### src/ffba_pkg.sv
// package: microcode types, control codes and program table of the block allocator
`default_nettype none
package ffba_pkg;

    // datapath actions
    localparam logic [3:0] ACT_NONE    = 4'd0;
    localparam logic [3:0] ACT_ACCEPT  = 4'd1;
    localparam logic [3:0] ACT_INIT    = 4'd2;
    localparam logic [3:0] ACT_READ    = 4'd3;
    localparam logic [3:0] ACT_ADVANCE = 4'd4;
    localparam logic [3:0] ACT_FAIL    = 4'd5;
    localparam logic [3:0] ACT_FREE    = 4'd6;
    localparam logic [3:0] ACT_ALLOC   = 4'd7;
    localparam logic [3:0] ACT_POST    = 4'd8;

    // branch conditions
    localparam logic [2:0] C_ALWAYS   = 3'd0;
    localparam logic [2:0] C_IN_FIRE  = 3'd1;
    localparam logic [2:0] C_IS_FREE  = 3'd2;
    localparam logic [2:0] C_BAD_SIZE = 3'd3;
    localparam logic [2:0] C_U_PAST   = 3'd4;
    localparam logic [2:0] C_FIT      = 3'd5;
    localparam logic [2:0] C_OUT_FULL = 3'd6;

    // program steps
    localparam logic [3:0] ST_IDLE   = 4'd0;
    localparam logic [3:0] ST_DISP   = 4'd1;
    localparam logic [3:0] ST_CHK    = 4'd2;
    localparam logic [3:0] ST_ISSUE  = 4'd3;
    localparam logic [3:0] ST_EVAL   = 4'd4;
    localparam logic [3:0] ST_FAIL   = 4'd5;
    localparam logic [3:0] ST_FREE   = 4'd6;
    localparam logic [3:0] ST_COMMIT = 4'd7;
    localparam logic [3:0] ST_POST   = 4'd8;

    // largest request whose length header still fits in a byte
    localparam logic [7:0] MAX_REQ = 8'd254;

    typedef struct packed {
        logic [3:0] act;
        logic [2:0] cond;
        logic [3:0] t_true;
        logic [3:0] t_false;
    } t_uword;

    typedef struct packed {
        logic [3:0] act;
    } t_ctrl;

    typedef struct packed {
        logic in_fire;
        logic is_free;
        logic bad_size;
        logic u_past;
        logic fit;
        logic out_full;
    } t_stat;

    function automatic t_uword micro_rom(input logic [3:0] pc);
        t_uword w;
        case (pc)
            ST_IDLE:   w = '{ACT_ACCEPT,  C_IN_FIRE,  ST_DISP,   ST_IDLE};
            ST_DISP:   w = '{ACT_INIT,    C_IS_FREE,  ST_FREE,   ST_CHK};
            ST_CHK:    w = '{ACT_NONE,    C_BAD_SIZE, ST_FAIL,   ST_ISSUE};
            ST_ISSUE:  w = '{ACT_READ,    C_U_PAST,   ST_FAIL,   ST_EVAL};
            ST_EVAL:   w = '{ACT_ADVANCE, C_FIT,      ST_COMMIT, ST_ISSUE};
            ST_FAIL:   w = '{ACT_FAIL,    C_ALWAYS,   ST_POST,   ST_POST};
            ST_FREE:   w = '{ACT_FREE,    C_ALWAYS,   ST_POST,   ST_POST};
            ST_COMMIT: w = '{ACT_ALLOC,   C_ALWAYS,   ST_POST,   ST_POST};
            ST_POST:   w = '{ACT_POST,    C_OUT_FULL, ST_POST,   ST_IDLE};
            default:   w = '{ACT_NONE,    C_ALWAYS,   ST_IDLE,   ST_IDLE};
        endcase
        return w;
    endfunction

endpackage
`default_nettype wire

### src/first_fit_block_allocator_top.sv
// top level of the first-fit block allocator with length headers
//
//  channel  | direction | tdata                               | tuser
//  s_axis   | in        | [7:0] request_size, [15:8] handle_in | [0] mode (0 alloc, 1 free)
//  m_axis   | out       | [7:0] handle_out                     | [0] ok
//
// one item at a time; a free runs the dispatch, free and post steps from accept to result
// an allocate runs dispatch and size check, then the probes of the scan, one per unit probed
// (at most POOL_SIZE), then commit or fail and the post step; a scan off the pool end fails;
// each probe is one ram read and one evaluate step of the microcode loop
// after reset the pool is empty: per-unit valid bits clear while reset is held;
// no item is taken while reset is held
// a stalled result holds in the output register; the next item is taken while
// it waits, and the sequencer only waits if a second result is ready first
`default_nettype none
module first_fit_block_allocator_top
    import ffba_pkg::*;
#(
    parameter int POOL_SIZE = 128
) (
    input  wire logic        i_clk,
    input  wire logic        i_rst_n,
    input  wire logic        s_axis_tvalid,
    output logic             s_axis_tready,
    input  wire logic [15:0] s_axis_tdata,   // [7:0] request_size, [15:8] handle_in
    input  wire logic        s_axis_tuser,   // [0] mode
    output logic             m_axis_tvalid,
    input  wire logic        m_axis_tready,
    output logic [7:0]       m_axis_tdata,   // [7:0] handle_out
    output logic             m_axis_tuser    // [0] ok
);

    t_ctrl ctrl;
    t_stat stat;

    // program counter and control word
    ffba_useq u_useq (
        .i_clk   (i_clk),
        .i_rst_n (i_rst_n),
        .i_stat  (stat),
        .o_ctrl  (ctrl)
    );

    // scan datapath, header store and output register
    ffba_dp #(
        .POOL_SIZE (POOL_SIZE)
    ) u_dp (
        .i_clk        (i_clk),
        .i_rst_n      (i_rst_n),
        .i_ctrl       (ctrl),
        .o_stat       (stat),
        .i_in_valid   (s_axis_tvalid),
        .o_in_ready   (s_axis_tready),
        .i_in_mode    (s_axis_tuser),
        .i_in_size    (s_axis_tdata[7:0]),
        .i_in_handle  (s_axis_tdata[15:8]),
        .o_out_valid  (m_axis_tvalid),
        .i_out_ready  (m_axis_tready),
        .o_out_ok     (m_axis_tuser),
        .o_out_handle (m_axis_tdata)
    );

endmodule
`default_nettype wire

### src/ffba_ram.sv
// generic single-write single-read ram with registered read data
`default_nettype none
module ffba_ram #(
    parameter int WIDTH = 8,
    parameter int DEPTH = 128
) (
    input  wire logic                     i_clk,
    input  wire logic                     i_we,
    input  wire logic [$clog2(DEPTH)-1:0] i_waddr,
    input  wire logic [WIDTH-1:0]         i_wdata,
    input  wire logic                     i_re,
    input  wire logic [$clog2(DEPTH)-1:0] i_raddr,
    output logic      [WIDTH-1:0]         o_rdata
);

    logic [WIDTH-1:0] r_mem [DEPTH];

    always_ff @(posedge i_clk) begin
        if (i_we) begin
            r_mem[i_waddr] <= i_wdata;
        end
        if (i_re) begin
            o_rdata <= r_mem[i_raddr];
        end
    end

endmodule
`default_nettype wire

### src/ffba_useq.sv
// microcode sequencer: step counter, program table and conditional jumps
`default_nettype none
module ffba_useq
    import ffba_pkg::*;
(
    input  wire logic  i_clk,
    input  wire logic  i_rst_n,
    input  wire t_stat i_stat,
    output t_ctrl      o_ctrl
);

    logic [3:0] r_pc;
    logic [3:0] n_pc;
    t_uword     uw;
    logic       cond_hit;

    assign uw = micro_rom(r_pc);

    always_comb begin
        case (uw.cond)
            C_ALWAYS:   cond_hit = 1'b1;
            C_IN_FIRE:  cond_hit = i_stat.in_fire;
            C_IS_FREE:  cond_hit = i_stat.is_free;
            C_BAD_SIZE: cond_hit = i_stat.bad_size;
            C_U_PAST:   cond_hit = i_stat.u_past;
            C_FIT:      cond_hit = i_stat.fit;
            C_OUT_FULL: cond_hit = i_stat.out_full;
            default:    cond_hit = 1'b1;
        endcase
        n_pc = cond_hit ? uw.t_true : uw.t_false;
    end

    always_ff @(posedge i_clk) begin
        if (!i_rst_n) begin
            r_pc <= ST_IDLE;
        end else begin
            r_pc <= n_pc;
        end
    end

    assign o_ctrl.act = uw.act;

endmodule
`default_nettype wire

### src/ffba_dp.sv
// datapath: scan pointers, header store with valid bits, result and output registers
`default_nettype none
module ffba_dp
    import ffba_pkg::*;
#(
    parameter int POOL_SIZE = 128
) (
    input  wire logic        i_clk,
    input  wire logic        i_rst_n,
    input  wire t_ctrl       i_ctrl,
    output t_stat            o_stat,
    input  wire logic        i_in_valid,
    output logic             o_in_ready,
    input  wire logic        i_in_mode,
    input  wire logic [7:0]  i_in_size,
    input  wire logic [7:0]  i_in_handle,
    output logic             o_out_valid,
    input  wire logic        i_out_ready,
    output logic             o_out_ok,
    output logic [7:0]       o_out_handle
);

    localparam int AW = $clog2(POOL_SIZE);
    // scan pointer must hold a unit index plus one header value
    localparam int UW = $clog2(POOL_SIZE + 256);

    logic           r_mode;
    logic [7:0]     r_size;
    logic [7:0]     r_handle;
    logic [7:0]     r_total;
    logic [UW-1:0]  r_pos;
    logic [UW-1:0]  r_u;
    logic [7:0]     r_i;
    logic           r_rdv;
    logic [POOL_SIZE-1:0] r_vld;
    logic           r_res_ok;
    logic [7:0]     r_res_handle;
    logic           r_out_valid;
    logic           r_out_ok;
    logic [7:0]     r_out_handle;

    logic [7:0]     ram_q;
    logic [7:0]     hdr_v;
    logic [UW-1:0]  u_jump;
    logic [UW-1:0]  pos_p1;
    logic [7:0]     handle_m1;
    logic           free_hit;
    logic           u_past;
    logic           ram_re;
    logic           ram_we;

    assign hdr_v     = r_rdv ? ram_q : 8'd0;
    assign u_jump    = r_u + UW'(hdr_v);
    assign pos_p1    = r_pos + UW'(1);
    assign handle_m1 = r_handle - 8'd1;
    assign free_hit  = (r_handle != 8'd0) && ({1'b0, r_handle} <= 9'(POOL_SIZE));
    assign u_past    = r_u >= UW'(POOL_SIZE);
    assign ram_re    = (i_ctrl.act == ACT_READ) && !u_past;
    assign ram_we    = (i_ctrl.act == ACT_ALLOC);

    assign o_stat.in_fire  = i_in_valid;
    assign o_stat.is_free  = r_mode;
    assign o_stat.bad_size = (r_size == 8'd0) || (r_size > MAX_REQ);
    assign o_stat.u_past   = u_past;
    assign o_stat.fit      = (hdr_v == 8'd0) && (({1'b0, r_i} + 9'd1) == {1'b0, r_total});
    assign o_stat.out_full = r_out_valid;

    // no item is taken while reset is held
    assign o_in_ready   = (i_ctrl.act == ACT_ACCEPT) && i_rst_n;
    assign o_out_valid  = r_out_valid;
    assign o_out_ok     = r_out_ok;
    assign o_out_handle = r_out_handle;

    ffba_ram #(
        .WIDTH (8),
        .DEPTH (POOL_SIZE)
    ) u_ram (
        .i_clk   (i_clk),
        .i_we    (ram_we),
        .i_waddr (r_pos[AW-1:0]),
        .i_wdata (r_total),
        .i_re    (ram_re),
        .i_raddr (r_u[AW-1:0]),
        .o_rdata (ram_q)
    );

    // payload and scan registers
    always_ff @(posedge i_clk) begin
        case (i_ctrl.act)
            ACT_ACCEPT: begin
                if (i_in_valid) begin
                    r_mode   <= i_in_mode;
                    r_size   <= i_in_size;
                    r_handle <= i_in_handle;
                end
            end
            ACT_INIT: begin
                r_pos   <= '0;
                r_u     <= '0;
                r_i     <= 8'd0;
                r_total <= r_size + 8'd1;
            end
            ACT_READ: begin
                r_rdv <= r_vld[r_u[AW-1:0]];
            end
            ACT_ADVANCE: begin
                if (hdr_v != 8'd0) begin
                    r_pos <= u_jump;
                    r_u   <= u_jump;
                    r_i   <= 8'd0;
                end else begin
                    r_u <= r_u + UW'(1);
                    r_i <= r_i + 8'd1;
                end
            end
            ACT_FAIL: begin
                r_res_ok     <= 1'b0;
                r_res_handle <= 8'd0;
            end
            ACT_FREE: begin
                r_res_ok     <= 1'b1;
                r_res_handle <= 8'd0;
            end
            ACT_ALLOC: begin
                r_res_ok     <= 1'b1;
                r_res_handle <= pos_p1[7:0];
            end
            ACT_POST: begin
                if (!r_out_valid) begin
                    r_out_ok     <= r_res_ok;
                    r_out_handle <= r_res_handle;
                end
            end
            default: begin
            end
        endcase
    end

    // valid bits and output flag; units covered by a block are always zero,
    // so freeing only has to drop the header
    always_ff @(posedge i_clk) begin
        if (!i_rst_n) begin
            r_vld       <= '0;
            r_out_valid <= 1'b0;
        end else begin
            if (ram_we) begin
                r_vld[r_pos[AW-1:0]] <= 1'b1;
            end
            if ((i_ctrl.act == ACT_FREE) && free_hit) begin
                r_vld[handle_m1[AW-1:0]] <= 1'b0;
            end
            if ((i_ctrl.act == ACT_POST) && !r_out_valid) begin
                r_out_valid <= 1'b1;
            end else if (r_out_valid && i_out_ready) begin
                r_out_valid <= 1'b0;
            end
        end
    end

endmodule
`default_nettype wire

### config.mk
export PLATFORM = sky130hd
export DESIGN_NAME = first_fit_block_allocator_top
export DESIGN_NICKNAME = d
export VERILOG_FILES = /design/src/ffba_pkg.sv /design/src/first_fit_block_allocator_top.sv /design/src/ffba_ram.sv /design/src/ffba_useq.sv /design/src/ffba_dp.sv
export SDC_FILE = /design/constraint.sdc
export NUM_CORES = 2
export LEC_CHECK = 0
export BUFFER_PORTS_ARGS = -buffer_cell sky130_fd_sc_hd__buf_2
export CELL_PAD_IN_SITES_DETAIL_PLACEMENT = 0
export CELL_PAD_IN_SITES_GLOBAL_PLACEMENT = 1
export CORE_UTILIZATION = 34
export DETAILED_ROUTE_END_ITERATION = 16
export GPL_TIMING_DRIVEN = 0
export PLACE_DENSITY = 0.64
export RECOVER_POWER = 50
export SYNTH_ARGS = -nofsm -noshare
export SYNTH_HDL_FRONTEND = slang
export SYNTH_SLANG_ARGS = --single-unit
### constraint.sdc
create_clock -name i_clk -period 5.43 [get_ports i_clk]
set_input_delay 0.2715 -clock i_clk [delete_from_list [all_inputs] [get_ports i_clk]]
set_output_delay 0.2715 -clock i_clk [all_outputs]
set_load 0.02 [all_outputs]
==> summary.md <==
| Metric | Value |
|---|---|
| Outcome | `finished, violations left` |
| Failing checks | `design-rule violations, max-capacitance violations, max-slew violations` |
| Post-DP Area | `53,000 µm²` |
| Count of input and output buffers | `31` |
| Clock Skews | `~0.037 ns` |
| Leakage | `between 15 and 20 nW` |
| Post-route ant nets | `0` |
| Top FF cell, synth | `edfxtp_1` |
| Initial Util | `about a third` |
| Antenna violations before repair | `6` |
| Crit end category | `register` |
| CP Max Fanout | `10` |
| Worst EP arrival | `between 5 and 6 ns` |
| TritonCTS clock tree | `yes` |
| H-tree lvl count | `3` |
| Distinct cells, synth | `54` |
| Synth area leader | `edfxtp_1` |
| Post-Layout Inst Area | `~56,000 µm²` |
| Synth async-reset ratio | `0%` |
| Grt met1 use | `24.4%` |
| DRC errors left | `8` |
| Post-CTS sizing | `0` |
| Core area | `144,000 µm²` |
| Die ar. | `147,000 µm²` |
| Syn_nets | `2,444` |
| GPL Wtd Cong | `roughly 0.87` |
| DRT iter0 DRCs | `around 3.2k` |
| GRT Overall Usage | `between 10% and 20%` |
| DR vias | `25.6k` |
| Peak Freq | `0.192 GHz` |
| Hold Worst Slack | `0.122 ns` |
| Die width | `383 µm` |
| Crit Path Class | `register to register` |
| Count of pins over their slew limit | `67` |
| Drt wl/cell | `approximately 29 µm` |
| Synth Cell Area | `49,400 µm²` |
| Power Total | `23.4 mW` |
| Unrepaired setup endpoints after global routing | `no` |
| Global Route met3 Usage | `under 10%` |
| Hold/Removal Path Class | `input pin to register` |
| CTS max path bufs | `3` |
| Largest net degree at the start of global routing | `34` |
| Most Used Layer, Global Route | `met2` |
| Root Driver | `clkbuf_16` |
| Vias in the first global route | `26.4k` |
| Global-route wire length before repair | `about 190,000 µm` |
| GRT met2 Usage | `between 30 and 40%` |
| Overflow after GRT | `0` |
| Slew headroom | `-6.84%` |
| Post-Syn Instances | `between 2k and 2.5k` |
| Worst Path Required | `slightly below 6 ns` |
| Core occupancy in the finished layout | `between 30% and 40%` |
| Post-Route WL | `about 140,000 µm` |
| HPWL after detailed placement | `96,200 µm` |
| Clock Sinks | `1,245` |
| Startpoint types | `register` |
| Crit share post-route | `between 90 and 100%` |
| Top Ports | `32` |
| Yosys reg bits | `1,245` |
| Post-Synthesis Mean Instance Area | `20.6 µm²` |
| Max VDD drop | `about 260 µV` |
| Setup violators final | `0` |
| Most frequent cells in the layout | `edfxtp_1 (1,101), mux4_2 (378), nor2_1 (185)` |
| Share of the synthesized area in the top cell type | `between 60% and 70%` |
| Sequential-to-total area share from yosys stat | `around 73%` |
| DR vias/cell | `5.53` |
| # rows | `about 140` |
| PwrDens | `416 nW/µm²` |
| Final hold vios | `0` |
| Worst Max-Slew Pin Slew | `~1.6 ns` |
| Tmin final | `roughly 5.2 ns` |
| TritonCTS Buffers | `121` |
| Commonest non-fill, non-tap cell in the layout | `edfxtp_1` |
| MaxCap Viol Count | `4` |
| Worst skew pair latency | `0.77 ns` |
| P&R area growth vs syn | `14.0%` |
| Most area-consuming cells after synthesis | `edfxtp_1 (67%), mux4_2 (17%), dfxtp_1 (5.8%), o221a_2 (2.9%), nor2_1 (1.4%)` |
| Final net count | `between 2k and 3k` |
| EDFF count, synth | `~1.1k` |
| Layout cells sized above 1 | `~28%` |
| Ys Warns | `0` |
| Clk slew on worst S/H paths | `approximately 0.07 ns` |
| Pre-antenna DRT Iters | `12` |
| Die Ht | `between 300 and 400 µm` |
==> cell type report <==
class / count / area, µm²
antenna: 1 / 2.50
buffer: 133 / 541
clock buffer: 151 / 3280
clock inverter: 78 / 771
fill: 12700 / 87500
inverter: 19 / 71.3
multi-input combinational: 1003 / 12800
sequential: 1245 / 35900
tap: 1903 / 2380
timing repair buffer: 90 / 472
==> layer usage <==
metal,share of wire (%),vias up
li1,-,10500
met1,40,13700
met2,48,1104
met3,7.8,237
met4,3.5,2
met5,0.0052,-
==> critical path: stages, from the launching register on <==
cell	delay, ns
edfxtp_1	0.46
clkbuf_1	0.78
clkbuf_1	0.90
buf_1	0.91
mux4_2	0.43
mux4_2	0.57
mux4_2	0.57
mux2_2	0.30
==> worst paths after layout <==
kind | cells past startpoint | start | endpoint | slack [ns]
max reg2reg | 7 | u_dp.r_u[1]$_SDFFCE_PN0P_ | u_dp.u_ram.o_rdata[3]$_DFFE_PP_ | 0.23
max | 7 | u_dp.r_u[1]$_SDFFCE_PN0P_ | u_dp.u_ram.o_rdata[3]$_DFFE_PP_ | 0.23
min reg2reg | 0 | u_dp.r_res_handle[0]$_SDFFCE_PN0P_ | u_dp.o_out_handle[0]$_DFFE_PP_ | 0.42
min | 4 | i_rst_n | u_useq.uw[9]$_DFF_P_ | 0.12
==> power by group <==
group	total, mW	internal, mW	switching, mW
combinational	3.84	1.43	2.41
clock	8.59	4.90	3.69
sequential	11.0	10.9	0.155
total	23.4	17.2	6.26
==> flip-flops by register name, summed over array words and instances (netlist names), 9 cells and up <==
name and flops:
u_useq.uw 15, u_dp.r_vld 128, u_dp.u_ram.r_mem 1024, u_dp.r_u 9
==> cells by family (layout without fill, tap and decap cells) <==
| family | after synthesis | after routing | synth area share [%] |
|---|---|---|---|
| other | 0 | 1 | 0 |
| adders and majority gates | 23 | 23 | 0.598 |
| muxes | 396 | 396 | 17.6 |
| DFF | 1245 | 1245 | 72.8 |
| xor gates and xnor gates | 42 | 42 | 0.745 |
| and+or+nand+nor | 352 | 352 | 3.25 |
| buffers and inverters | 152 | 471 | 1.24 |
| AOI/OAI and AO/OA | 190 | 190 | 3.73 |
==> through the flow <==
stage                     setup slack, ns  cells  TNS (ns)
after floorplan                      1.32   2400         0
after global placement             -0.935   4334    -10.39
after detailed placement            0.411   4375         0
after CTS                           0.351   4622         0
after global routing               0.0463   4622         0
final                               0.226   4623         0
==> synth_stat cells, drive strengths merged (15+ instances only) <==
library cell  instances
nand3                21
inv                  19
ha                   22
xor2                 15
o221a               128
clkbuf               87
mux4                378
nand2                57
a21oi                18
edfxtp             1101
nor2                185
and2                 20
buf                  46
nor2b                15
xnor2                27
dfxtp               144
==> what timing repair did <==
| item | 4_1_cts | 5_1_grt |
|---|---|---|
| hold endpoints to repair | 18 | 0 |
| hold buffers | 18 | 0 |
| setup buffers | 0 | 0 |
Note: power is estimated with default switching activity, not from simulation.
